### src/hw/rtl/orbcam_pkg.sv
// Package for the orbit camera block: sequencer states, CORDIC arctangent table,
// reset defaults and the Q1.15 rounding helper. No dependencies.
`timescale 1ns / 1ps
`default_nettype none
package orbcam_pkg;

    localparam int ANGLE_BITS_DEF = 16;
    localparam int COORD_BITS_DEF = 32;
    localparam int CORDIC_STEPS   = 24;
    localparam int CW             = 34;
    localparam int PW             = 57;

    localparam logic [23:0] RADIUS_RESET = 24'd2560;
    localparam logic signed [CW-1:0] CORDIC_GAIN = 34'sh026DD3B6A;

    localparam logic [7:0] REG_RADIUS   = 8'd0;
    localparam logic [7:0] REG_TARGET_X = 8'd1;
    localparam logic [7:0] REG_TARGET_Y = 8'd2;
    localparam logic [7:0] REG_TARGET_Z = 8'd3;

    typedef enum logic [2:0] {
        ST_IDLE,
        ST_CORD,
        ST_CRND,
        ST_MULA,
        ST_MULB,
        ST_RND,
        ST_SUM
    } t_state;

    function automatic logic signed [CW-1:0] atan_of(input logic [4:0] idx);
        logic signed [CW-1:0] v;
        case (idx)
            5'd0:  v = 34'sh020000000;
            5'd1:  v = 34'sh012E4051E;
            5'd2:  v = 34'sh009FB385B;
            5'd3:  v = 34'sh0051111D4;
            5'd4:  v = 34'sh0028B0D43;
            5'd5:  v = 34'sh00145D7E1;
            5'd6:  v = 34'sh000A2F61E;
            5'd7:  v = 34'sh000517C55;
            5'd8:  v = 34'sh00028BE53;
            5'd9:  v = 34'sh000145F2F;
            5'd10: v = 34'sh0000A2F98;
            5'd11: v = 34'sh0000517CC;
            5'd12: v = 34'sh000028BE6;
            5'd13: v = 34'sh0000145F3;
            5'd14: v = 34'sh00000A2FA;
            5'd15: v = 34'sh00000517D;
            5'd16: v = 34'sh0000028BE;
            5'd17: v = 34'sh00000145F;
            5'd18: v = 34'sh000000A30;
            5'd19: v = 34'sh000000518;
            5'd20: v = 34'sh00000028C;
            5'd21: v = 34'sh000000146;
            5'd22: v = 34'sh0000000A3;
            5'd23: v = 34'sh000000051;
            default: v = '0;
        endcase
        return v;
    endfunction

    // Round half away from zero by 15 bits and saturate to Q1.15.
    function automatic logic signed [15:0] round_q15(input logic signed [CW-1:0] v);
        logic               neg;
        logic [CW-1:0]      mag;
        logic [CW-1:0]      t;
        logic signed [CW-1:0] s;
        logic signed [15:0] res;
        neg = v[CW-1];
        mag = neg ? CW'(-v) : CW'(v);
        t   = (mag + CW'(1 << 14)) >> 15;
        s   = neg ? -$signed(t) : $signed(t);
        if (s > 34'sd32767) begin
            res = 16'sd32767;
        end else if (s < -34'sd32768) begin
            res = -16'sd32768;
        end else begin
            res = s[15:0];
        end
        return res;
    endfunction

endpackage
`default_nettype wire

### src/hw/rtl/orbit_camera_position.sv
// Orbit camera top level: angle update, shared CORDIC, bit-serial multipliers,
// rounding and saturation. Depends on orbcam_pkg.
`timescale 1ns / 1ps
`default_nettype none
// Each accepted transfer adds the two angle deltas to the stored azimuth and
// elevation, clamps azimuth to +-0.49 pi and elevation to 0 .. 0.49 pi, and
// produces one camera position on a sphere of the configured radius around the
// configured target. From acceptance to result, a single CORDIC rotator runs 24
// steps for the azimuth and 24 for the elevation (each followed by a rounding
// step), two bit-serial multipliers form r*cos/sin(el) and then the products
// with sin/cos(az), and ST_RND rounds and ST_SUM adds the target. The
// next item is taken once the sequencer returns to idle; a finished result waits
// in the output register meanwhile. Configuration writes are always accepted.
module orbit_camera_position #(
    parameter int ANGLE_BITS = orbcam_pkg::ANGLE_BITS_DEF,
    parameter int COORD_BITS = orbcam_pkg::COORD_BITS_DEF,
    parameter int SW_BYTES   = (2 * ANGLE_BITS + 7) / 8,
    parameter int MW_BYTES   = (3 * COORD_BITS + 2 * ANGLE_BITS - 3 + 7) / 8
) (
    input  wire logic                    i_clk,
    input  wire logic                    i_rst_n,
    input  wire logic                    i_s_tvalid,
    output logic                         o_s_tready,
    // azimuth_delta, elevation_delta
    input  wire logic [SW_BYTES*8-1:0]   i_s_tdata,
    output logic                         o_m_tvalid,
    input  wire logic                    i_m_tready,
    // pos_x, pos_y, pos_z, azimuth_now, elevation_now
    output logic [MW_BYTES*8-1:0]        o_m_tdata,
    input  wire logic                    i_cfg_valid,
    output logic                         o_cfg_ready,
    input  wire logic [7:0]              i_cfg_index,
    input  wire logic [31:0]             i_cfg_data
);
    import orbcam_pkg::*;

    localparam int A       = ANGLE_BITS;
    localparam int ZSH     = 32 - ANGLE_BITS;
    localparam int AZ_LIMIT = (49 * (1 << (ANGLE_BITS - 1))) / 100;
    localparam int SW      = ((COORD_BITS > CW) ? COORD_BITS : CW) + 1;
    localparam int OUTW    = 3 * COORD_BITS + 2 * ANGLE_BITS - 3;
    localparam logic signed [A:0] AZ_LIM = (A + 1)'(AZ_LIMIT);
    localparam logic signed [SW-1:0] C_HI =
        {{(SW - COORD_BITS + 1){1'b0}}, {(COORD_BITS - 1){1'b1}}};
    localparam logic signed [SW-1:0] C_LO = ~C_HI;

    t_state r_state, n_state;

    logic [23:0]               r_radius;
    logic signed [31:0]        r_tx, r_ty, r_tz;
    logic signed [A-1:0]       r_az, n_az;
    logic [A-2:0]              r_el, n_el;
    logic signed [CW-1:0]      r_x, r_y, r_z, n_x, n_y, n_z;
    logic [4:0]                r_cnt, n_cnt;
    logic                      r_sel, n_sel;
    logic signed [15:0]        r_sa, r_ca, r_se, r_ce, n_sa, n_ca, n_se, n_ce;
    logic signed [PW-1:0]      r_mc, n_mc;
    logic [15:0]               r_b0, r_b1, n_b0, n_b1;
    logic signed [PW-1:0]      r_px, r_py, r_pz, n_px, n_py, n_pz;
    logic signed [CW-1:0]      r_ox, r_oy, r_oz, n_ox, n_oy, n_oz;
    logic                      r_mvalid, n_mvalid;
    logic [OUTW-1:0]           r_mdata, n_mdata;

    logic signed [A-1:0]       d_az, d_el;
    logic signed [A:0]         az_sum, el_sum, az_cl, el_cl;
    logic signed [CW-1:0]      dx, dy, atn;
    logic signed [PW-1:0]      add0, add1;
    logic                      last_bit;

    assign d_az = i_s_tdata[A-1:0];
    assign d_el = i_s_tdata[2*A-1:A];
    assign o_s_tready  = (r_state == ST_IDLE);
    assign o_cfg_ready = 1'b1;
    assign o_m_tvalid  = r_mvalid;
    assign o_m_tdata   = {{(MW_BYTES * 8 - OUTW){1'b0}}, r_mdata};

    function automatic logic signed [CW-1:0] round_by(input logic signed [PW-1:0] p,
                                                      input int s);
        logic          neg;
        logic [PW-1:0] mag;
        logic [PW-1:0] t;
        neg = p[PW-1];
        mag = neg ? PW'(-p) : PW'(p);
        t   = (mag + (PW'(1) << (s - 1))) >> s;
        return neg ? -$signed(t[CW-1:0]) : $signed(t[CW-1:0]);
    endfunction

    function automatic logic [COORD_BITS-1:0] sat_add(input logic signed [31:0] t,
                                                      input logic signed [CW-1:0] o);
        logic signed [SW-1:0] s;
        s = SW'(t) + SW'(o);
        if (s > C_HI) begin
            s = C_HI;
        end else if (s < C_LO) begin
            s = C_LO;
        end
        return s[COORD_BITS-1:0];
    endfunction

    always_ff @(posedge i_clk) begin
        if (!i_rst_n) begin
            r_radius <= RADIUS_RESET;
            r_tx <= '0;
            r_ty <= '0;
            r_tz <= '0;
        end else if (i_cfg_valid) begin
            case (i_cfg_index)
                REG_RADIUS:   r_radius <= i_cfg_data[23:0];
                REG_TARGET_X: r_tx <= i_cfg_data;
                REG_TARGET_Y: r_ty <= i_cfg_data;
                REG_TARGET_Z: r_tz <= i_cfg_data;
                default: ;
            endcase
        end
    end

    always_ff @(posedge i_clk) begin
        if (!i_rst_n) begin
            r_state  <= ST_IDLE;
            r_az     <= '0;
            r_el     <= '0;
            r_cnt    <= '0;
            r_sel    <= 1'b0;
            r_mvalid <= 1'b0;
        end else begin
            r_state  <= n_state;
            r_az     <= n_az;
            r_el     <= n_el;
            r_cnt    <= n_cnt;
            r_sel    <= n_sel;
            r_mvalid <= n_mvalid;
        end
    end

    always_ff @(posedge i_clk) begin
        r_x <= n_x;
        r_y <= n_y;
        r_z <= n_z;
        r_sa <= n_sa;
        r_ca <= n_ca;
        r_se <= n_se;
        r_ce <= n_ce;
        r_mc <= n_mc;
        r_b0 <= n_b0;
        r_b1 <= n_b1;
        r_px <= n_px;
        r_py <= n_py;
        r_pz <= n_pz;
        r_ox <= n_ox;
        r_oy <= n_oy;
        r_oz <= n_oz;
        r_mdata <= n_mdata;
    end

    always_comb begin
        az_sum = {r_az[A-1], r_az} + {d_az[A-1], d_az};
        el_sum = $signed({2'b00, r_el}) + {d_el[A-1], d_el};
        if (az_sum > AZ_LIM) begin
            az_cl = AZ_LIM;
        end else if (az_sum < -AZ_LIM) begin
            az_cl = -AZ_LIM;
        end else begin
            az_cl = az_sum;
        end
        if (el_sum > AZ_LIM) begin
            el_cl = AZ_LIM;
        end else if (el_sum < 0) begin
            el_cl = '0;
        end else begin
            el_cl = el_sum;
        end

        dx  = r_y >>> r_cnt;
        dy  = r_x >>> r_cnt;
        atn = atan_of(r_cnt);

        last_bit = (r_cnt == 5'd15);
        add0 = r_b0[0] ? (last_bit ? -r_mc : r_mc) : '0;
        add1 = r_b1[0] ? (last_bit ? -r_mc : r_mc) : '0;

        n_state = r_state;
        n_az = r_az;
        n_el = r_el;
        n_x = r_x;
        n_y = r_y;
        n_z = r_z;
        n_cnt = r_cnt;
        n_sel = r_sel;
        n_sa = r_sa;
        n_ca = r_ca;
        n_se = r_se;
        n_ce = r_ce;
        n_mc = r_mc;
        n_b0 = r_b0;
        n_b1 = r_b1;
        n_px = r_px;
        n_py = r_py;
        n_pz = r_pz;
        n_ox = r_ox;
        n_oy = r_oy;
        n_oz = r_oz;
        n_mdata = r_mdata;
        n_mvalid = r_mvalid && !i_m_tready;

        case (r_state)
            ST_IDLE: begin
                if (i_s_tvalid) begin
                    n_az  = az_cl[A-1:0];
                    n_el  = el_cl[A-2:0];
                    n_x   = CORDIC_GAIN;
                    n_y   = '0;
                    n_z   = {{(CW - A - 1){az_cl[A]}}, az_cl} <<< ZSH;
                    n_cnt = '0;
                    n_sel = 1'b0;
                    n_state = ST_CORD;
                end
            end
            ST_CORD: begin
                if (!r_z[CW-1]) begin
                    n_x = r_x - dx;
                    n_y = r_y + dy;
                    n_z = r_z - atn;
                end else begin
                    n_x = r_x + dx;
                    n_y = r_y - dy;
                    n_z = r_z + atn;
                end
                n_cnt = r_cnt + 5'd1;
                if (r_cnt == 5'(CORDIC_STEPS - 1)) begin
                    n_state = ST_CRND;
                end
            end
            ST_CRND: begin
                n_cnt = '0;
                if (!r_sel) begin
                    n_ca  = round_q15(r_x);
                    n_sa  = round_q15(r_y);
                    n_x   = CORDIC_GAIN;
                    n_y   = '0;
                    n_z   = {{(CW - A + 1){1'b0}}, r_el} <<< ZSH;
                    n_sel = 1'b1;
                    n_state = ST_CORD;
                end else begin
                    n_ce  = round_q15(r_x);
                    n_se  = round_q15(r_y);
                    n_mc  = {{(PW - 24){1'b0}}, r_radius};
                    n_b0  = round_q15(r_x);
                    n_b1  = round_q15(r_y);
                    n_px  = '0;
                    n_py  = '0;
                    n_state = ST_MULA;
                end
            end
            ST_MULA: begin
                n_px = r_px + add0;
                n_py = r_py + add1;
                n_mc = r_mc <<< 1;
                n_b0 = r_b0 >> 1;
                n_b1 = r_b1 >> 1;
                n_cnt = r_cnt + 5'd1;
                if (last_bit) begin
                    n_mc  = r_px + add0;
                    n_b0  = r_sa;
                    n_b1  = r_ca;
                    n_px  = '0;
                    n_pz  = '0;
                    n_cnt = '0;
                    n_state = ST_MULB;
                end
            end
            ST_MULB: begin
                n_px = r_px + add0;
                n_pz = r_pz + add1;
                n_mc = r_mc <<< 1;
                n_b0 = r_b0 >> 1;
                n_b1 = r_b1 >> 1;
                n_cnt = r_cnt + 5'd1;
                if (last_bit) begin
                    n_state = ST_RND;
                end
            end
            ST_RND: begin
                n_ox = round_by(r_px, 30);
                n_oy = round_by(r_py, 15);
                n_oz = round_by(r_pz, 30);
                n_state = ST_SUM;
            end
            ST_SUM: begin
                if (!r_mvalid || i_m_tready) begin
                    n_mdata = {r_el[A-3:0], r_az[A-2:0], sat_add(r_tz, r_oz),
                               sat_add(r_ty, r_oy), sat_add(r_tx, r_ox)};
                    n_mvalid = 1'b1;
                    n_state = ST_IDLE;
                end
            end
            default: begin
                n_state = ST_IDLE;
            end
        endcase
    end

`ifndef NO_ASSERTIONS
    a_el_range: assert property (@(posedge i_clk) disable iff (!i_rst_n)
        $signed({1'b0, r_el}) <= AZ_LIM)
        else $error("elevation beyond limit");
    a_az_range: assert property (@(posedge i_clk) disable iff (!i_rst_n)
        ($signed({r_az[A-1], r_az}) <= AZ_LIM) && ($signed({r_az[A-1], r_az}) >= -AZ_LIM))
        else $error("azimuth beyond limit");
    a_cord_cnt: assert property (@(posedge i_clk) disable iff (!i_rst_n)
        (r_state == ST_CORD) |-> (r_cnt < 5'(CORDIC_STEPS)))
        else $error("cordic step count overrun");
    a_result: assert property (@(posedge i_clk) disable iff (!i_rst_n)
        (r_state == ST_SUM) && (n_state == ST_IDLE) |=> o_m_tvalid)
        else $error("result not presented");
`endif

endmodule
`default_nettype wire
### config.mk
export PLATFORM = sky130hd
export DESIGN_NAME = orbit_camera_position
export DESIGN_NICKNAME = d
export VERILOG_FILES = /design/src/hw/rtl/orbcam_pkg.sv /design/src/hw/rtl/orbit_camera_position.sv
export SDC_FILE = /design/constraint.sdc
export NUM_CORES = 2
export LEC_CHECK = 0
export BUFFER_PORTS_ARGS = -buffer_cell sky130_fd_sc_hd__buf_2
export CORE_MARGIN = 2
export CORE_UTILIZATION = 45
export DETAILED_ROUTE_END_ITERATION = 10
export GPL_TIMING_DRIVEN = 0
export HOLD_SLACK_MARGIN = 0.1
export PLACE_DENSITY = 0.71
export SYNTH_ARGS = -nofsm -noshare
export SYNTH_HDL_FRONTEND = slang
export SYNTH_SLANG_ARGS = --single-unit
### constraint.sdc
create_clock -name i_clk -period 22.4 [get_ports i_clk]
set_clock_uncertainty 0.2 [all_clocks]
set_input_delay 3.36 -clock i_clk [delete_from_list [all_inputs] [get_ports i_clk]]
set_output_delay 3.36 -clock i_clk [all_outputs]
set_load 0.05 [all_outputs]
# ---- Yosys cells after proc, flatten, opt, wreduce, memory -nomap -nowiden
# Memory sizes are Yosys's and may differ from the RTL's. A register that Yosys moved wholly into a read port is not among the register bits.
# Index checks and enable logic that the tools add are counted.
dict set report totals {
  register_bits 782
  latch_bits 0
  mem_bits_rw 0
  romBits 960
  input_bits 77
  out_inout_bits 131
  mem_count 1
}
dict set report op_classes {
  add_sub_neg 31
  mul 0
  div_mod_pow 0
  magnitude_cmp 14
  eq_ne 18
  shift 2
  n_mux 67
  n_bitwise 1
  n_reduce_logical 27
}
# name depth word_bits read_ports rd_ports_with_merged_regs wr line_no
set memory_table {}
lappend memory_table {{(no name shown)} 32 30 1 1 0 orbcam_pkg.sv:33} ;# case (idx)
# op count
set ops {}
lappend ops {{$mux W57} 10}
lappend ops {{$mux W34} 14}
lappend ops {{$pmux W57 S3} 2}
lappend ops {{$pmux W34 S3} 3}
lappend ops {{$pmux W57 S2} 2}
lappend ops {{$add A57 B57 Y57} 3}
lappend ops {{$neg A57 Y57} 3}
lappend ops {{$mux W16} 8}
lappend ops {{$add A57 B30 Y57 const B} 2}
lappend ops {{$add A32 B34 Y35} 3}
lappend ops {{$gt A35 B32 Y1 const B} 3}
lappend ops {{$lt A35 B32 Y1 const B} 3}
lappend ops {{$add A34 B34 Y34} 3}
lappend ops {{$neg A34 Y34} 3}
lappend ops {{$sub A34 B34 Y34} 3}
lappend ops {{$mux W32} 3}
lappend ops {{$pmux W16 S3} 2}
lappend ops {{$add A34 B15 Y34 const B} 2}
lappend ops {{$gt A34 B16 Y1 const B} 2}
lappend ops {{$lt A34 B16 Y1 const B} 2}
lappend ops {{$neg A19 Y34} 2}
lappend ops {{$neg A27 Y34} 2}
lappend ops {{$sshr A34 B5 Y34} 2}
lappend ops {{$mux W27} 2}
lappend ops {{38 further kinds} 76}

# ---- Logic depth before layout (Yosys ltp)
dict set report depth {
  depth_word 10
  ltp_mapped 30
  depth_no_buf 26
}

# ---- Worst setup path after synthesis
# No wires, ideal clock.
dict set report synth_timing {
  kind {register -> register}
  from {reg r_state[2]}
  to {reg r_b0[0] (enable)}
  setup_time_ns 0.699
  arrival_ns 8.555
  required_ns 21.501
  setup_slack_ns 12.946
  path_stages_with_launch 6
  synth_period_minus_slack_ns 9.454
  path_cell_list {dfxtp_1 > clkbuf_1 > clkbuf_1 > or2_2 > nor2_1 > a21oi_1}
}
dict set report synth_via {
  elab_chain_len 3
  word_cells_on_any_way 6
}
# item line_no
set synth_lines {}
lappend synth_lines {{start, declared} orbit_camera_position.sv:47} ;# t_state r_state, n_state;
lappend synth_lines {{start signal, assigned} orbit_camera_position.sv:126} ;# r_state <= n_state;
lappend synth_lines {{$eq A3 B2 Y1 / $eq A3 B3 Y1 (equally long branches)} orbit_camera_position.sv:205} ;# case (r_state)
lappend synth_lines {{$ne A2 B2 Y1 (no line) / $reduce_bool A3 Y1 (equally long branches)} -}
lappend synth_lines {{$reduce_and A2 Y1 (no line) (*)} -}
lappend synth_lines {{end signal, assigned} orbit_camera_position.sv:144} ;# r_b0 <= n_b0;
lappend synth_lines {{end, declared} orbit_camera_position.sv:58} ;# logic [15:0] r_b0, r_b1, n_b0, n_b1;
# Mark *: on every way between the ends. The rest lies on a longest branch, timed or not.
# A chain may end at the register's enable or synchronous reset.

# ---- Worst setup path after layout
dict set report layout_timing {
  from {reg r_cnt[2]}
  to {reg r_py[55] (data pin)}
}
dict set report layout_via {
  elab_chain_len 5
}
# item line_no
set layout_lines {}
lappend layout_lines {{start, declared} orbit_camera_position.sv:54} ;# logic [4:0] r_cnt, n_cnt;
lappend layout_lines {{start signal, assigned} orbit_camera_position.sv:129} ;# r_cnt <= n_cnt;
lappend layout_lines {{$eq A5 B4 Y1} orbit_camera_position.sv:177} ;# last_bit = (r_cnt == 5'd15);
lappend layout_lines {{$mux W57 (2 in series)} orbit_camera_position.sv:179} ;# add1 = r_b1[0] ? (last_bit ? -r_mc : r_mc) : '0;
lappend layout_lines {{$add A57 B57 Y57} orbit_camera_position.sv:256} ;# n_py = r_py + add1;
lappend layout_lines {{$pmux W57 S2} orbit_camera_position.sv:205}
lappend layout_lines {{end signal, assigned} orbit_camera_position.sv:147} ;# r_py <= n_py;
lappend layout_lines {{end, declared} orbit_camera_position.sv:59} ;# logic signed [PW-1:0] r_px, r_py, r_pz, n_px, n_py, n_pz;
# Every way passes these cells.

==> metrics.csv <==
metric,value,unit
initial antenna violation count,3,
dpl cells,10100,
Final Cycle Share,47.5,%
Post-Route WL,223,mm
initial cell density of the core,45.2,%
CP Capture Type,register,
combinational cell fraction of total power,49.3,%
Slew Limit Fails,0,
routability cong.,1.03,
final std cells w/o fill,10200,
Worst-Margin Slew,1.23,ns
chip width,394,um
status,"complete, no violations",
reg2reg start,r_cnt[2],
layout cells sized above 1,8.06,%
Iteration-0 DRC Markers,6441,
Mapped Area,68500,um^2
post-synthesis sequential area ratio,32.8,%
data arrival time of the critical path,10.88,ns
height of the chip,394,um
GR Overflow Total,0,
num rows,143,
first-pass GRT wire length,340,mm
"Hold Vio Cnt, Final",0,
Total GRT Usage,27.5,%
CP Buf/Inv Count,9,
DR vias,62800,
Reg-to-Reg End,r_py[55],
Crit Path Class,register to register,
Sink Count,812,
Finished Cell Area,75800,um^2
CTS tree,yes,
Max H-tree Level,3,
clk_lat worst skew,0.74,ns
CTS buffer count,95,
crit-path leading delay family,buffers and inverters,
Cell Pwr Density,92.3,nW/um^2
DR WL/cell,21.8,um
setup TNS,0,ns
synthesis-to-finish area growth,10.5,%
Hold Path Cell Cnt,2,
Root Buffer Master,clkbuf_16,
DRC viols,0,
unrepaired setup endpoints after global routing,no,
Sw Share,41.0,%
clock power share,23.5,%
min-delay src,r_tz[9],
Mapped Avg Cell Area,8.79,um^2
Mapped Cells,7800,
post-CTS setup buffers,0,
slew margin rel.,18.1,%
leakage,0.0295,uW
Fin Hold WS,0.269,ns
crit-path max cell delay,0.77,ns
Fmax,0.0939,GHz
Crit Path Max Fanout,10,
Placed Instance Area,72500,um^2
hold endpoint,r_tz[9],
CTS resizes,0,
"area leader, netlist",edfxtp_1,
clk slew on worst S/H paths,0.06,ns
vias per std cell,6.14,
P_int,4130,uW
slowest CP cell,a2111oi_0,
pin count of the biggest net entering global routing,61,
FF-to-FF setup slack,11.75,ns
# nets final,8630,
cell mode on critical path,clkbuf_1,
"Hold-fix buffers, CTS",0,
crit path time final,10.65,ns
"EDFF count, synth",621,
port bufs,202,
"flops & latches, synth",812,
DR pass1 iterations,6,
Yosys top cell area share,27.2,%
R2R cell count,28,
sequential power share,27.2,%
Worst Setup Start Kind,register,
Syn. warnings,0,
P_sw,2870,uW
WP data required,22.63,ns
clock buffer depth,3,
hold crit path type,register to register,
VDD IR max,0.000141,V
max cap viols,0,
num ports,208,
"FFs w/ async S/R, synth",0,%
hpwl dp,174,mm
Synth Flop Type,edfxtp_1,
Die Footprint,155000,um^2
Final ANT Viol Nets,0,
final number of setup-violating endpoints,0,
area of the core,152000,um^2
Synth cell types,127,
top post-synthesis cells by area,"edfxtp_1 (27%), ha_1 (7.8%), xnor2_1 (5.8%)",
vias in the first global route,58900,
[power groups by stage]
stage | clock network (uW) | registers (uW) | logic (uW)
CTS | 1660 | 1890 | 3350
floorplan | 0 | 1870 | 2570
detailed placement | 0 | 1920 | 3320
finish | 1640 | 1900 | 3450
global placement | 0 | 1930 | 3240
global route | 1710 | 1910 | 3760
[synth_stat cells (all sizes together), types with 61 or more instances]
library cell and count:
nor2b 194, xnor2 454, o21a 61, nand2 760, a21oi 531, nor2 694
and3 69, a31oi 85, mux4 85, buf 79, nand3 191, edfxtp 621
nor4 72, xor2 367, o21ai 569, o31ai 100, inv 194, nand2b 119
or3 68, a21o 266, a21boi 146, mux2i 75, nand4 75, nor3 166
clkbuf 325, ha 425, dfxtp 191, and2 70
[placed cells by master, fill, tap and decap left out, types with 24 or more instances in the layout]
| master | synthesis | routed |
|---|---|---|
| ha_1 | 425 | 425 |
| dfxtp_1 | 191 | 191 |
| nand2b_1 | 119 | 119 |
| and3_1 | 67 | 67 |
| nor2_1 | 694 | 691 |
| edfxtp_1 | 621 | 621 |
| clkbuf_1 | 311 | 334 |
| o41ai_1 | 24 | 24 |
| nor3_1 | 162 | 162 |
| a21oi_1 | 531 | 530 |
| o31ai_1 | 99 | 99 |
| or3_1 | 65 | 65 |
| or2_2 | 43 | 43 |
| nor2b_1 | 193 | 193 |
| nand4_1 | 74 | 74 |
| and2_1 | 67 | 67 |
| clkbuf_16 | 0 | 98 |
| o21a_1 | 61 | 61 |
| nor3b_1 | 31 | 31 |
| a21boi_0 | 145 | 145 |
| a21o_1 | 265 | 265 |
| mux2i_1 | 75 | 75 |
| mux4_2 | 82 | 82 |
| o211ai_1 | 32 | 32 |
| mux2_2 | 35 | 35 |
| inv_1 | 192 | 192 |
| a31oi_1 | 84 | 84 |
| a211oi_1 | 37 | 37 |
| xor2_1 | 367 | 367 |
| nand3_1 | 191 | 191 |
| a22oi_1 | 52 | 52 |
| xnor2_1 | 453 | 453 |
| buf_1 | 46 | 46 |
| or4_1 | 40 | 40 |
| buf_2 | 16 | 218 |
| o21ai_0 | 558 | 558 |
| o21bai_1 | 51 | 51 |
| nor4_1 | 64 | 64 |
| a22o_1 | 31 | 31 |
| nand2_1 | 759 | 757 |
[cells by family after synthesis]
logic type | count (synthesis) | synth area share, %
adder cells (fa/ha/maj) | 438 | 8.11
AND/OR/NAND/NOR | 2673 | 19.1
XOR/XNOR | 821 | 10.5
flip-flops | 812 | 32.8
other | 2 | 0.0110
AO/OA/AOI/OAI | 2256 | 21.4
multiplexers | 195 | 4.48
buffers and inverters | 603 | 3.67
[through the flow]
step / setup WS [ns] / util (%) / total power (uW)
2_1_floorplan: 12.95 / - / 4450
3_3_place_gp: 8.34 / 47.6 / 5170
3_5_place_dp: 12.39 / 47.8 / 5240
4_1_cts: 12.18 / 50.0 / 6900
5_1_grt: 11.42 / 50.0 / 7380
6_report: 11.75 / 50.0 / 6990
[sequential cells by signal, indices dropped and copies added (netlist names), 24 cells and up]
signal / cells
r_pz: 57
r_ty: 32
r_tz: 32
r_radius: 24
r_mc: 57
r_oz: 34
r_oy: 34
r_py: 57
r_z: 34
r_px: 57
r_tx: 32
r_mdata: 125
r_y: 34
atn: 30
r_x: 34
r_ox: 34
[worst register-to-register path, delay by kind of cell (launching register included)]
| kind | cells | cell delay (ns) |
|---|---|---|
| XOR/XNOR | 2 | 0.54 |
| flip-flops | 1 | 0.37 |
| buffers and inverters | 9 | 4.38 |
| AO/OA/AOI/OAI | 11 | 3.28 |
| adder cells (fa/ha/maj) | 2 | 0.52 |
| AND/OR/NAND/NOR | 4 | 1.06 |
[area by class of cell]
cell class	instances	area, um^2
Antenna cell	3	7.51
Buffer	405	1770
Clock buffer	131	2680
Clock inverter	46	583
Fill cell	14200	75800
Inverter	198	743
Multi-Input combinational cell	6387	43600
Sequential cell	812	22500
Tap cell	2030	2540
Timing Repair Buffer	218	1370
[how the worst max path moves through the flow]
stage | to | slack [ns] | cells past startpoint | startpoint
finish | r_py[55] | 11.75 | 28 | r_cnt[2]
global route | r_py[55] | 11.42 | 28 | r_cnt[2]
CTS | r_py[55] | 12.18 | 28 | r_cnt[2]
detailed placement | r_py[55] | 12.39 | 28 | r_cnt[2]
floorplan | r_b0[0] | 12.95 | 5 | r_state[2]
global placement | r_b1[8] | 8.34 | 8 | r_state[2]
[layer usage]
layer  global-route usage (%)  part of all wire, %  routed length, um  up-vias
met4                     13.4                  5.4              12000        2
met2                     42.8                   44              97300     3092
met3                     5.16                  9.6              21500      531
li1                         -                    -                  -    29300
met5                        0               0.0058                 13        -
met1                     36.6                   41              92700    29900
Power figures use the tool's default switching activity.
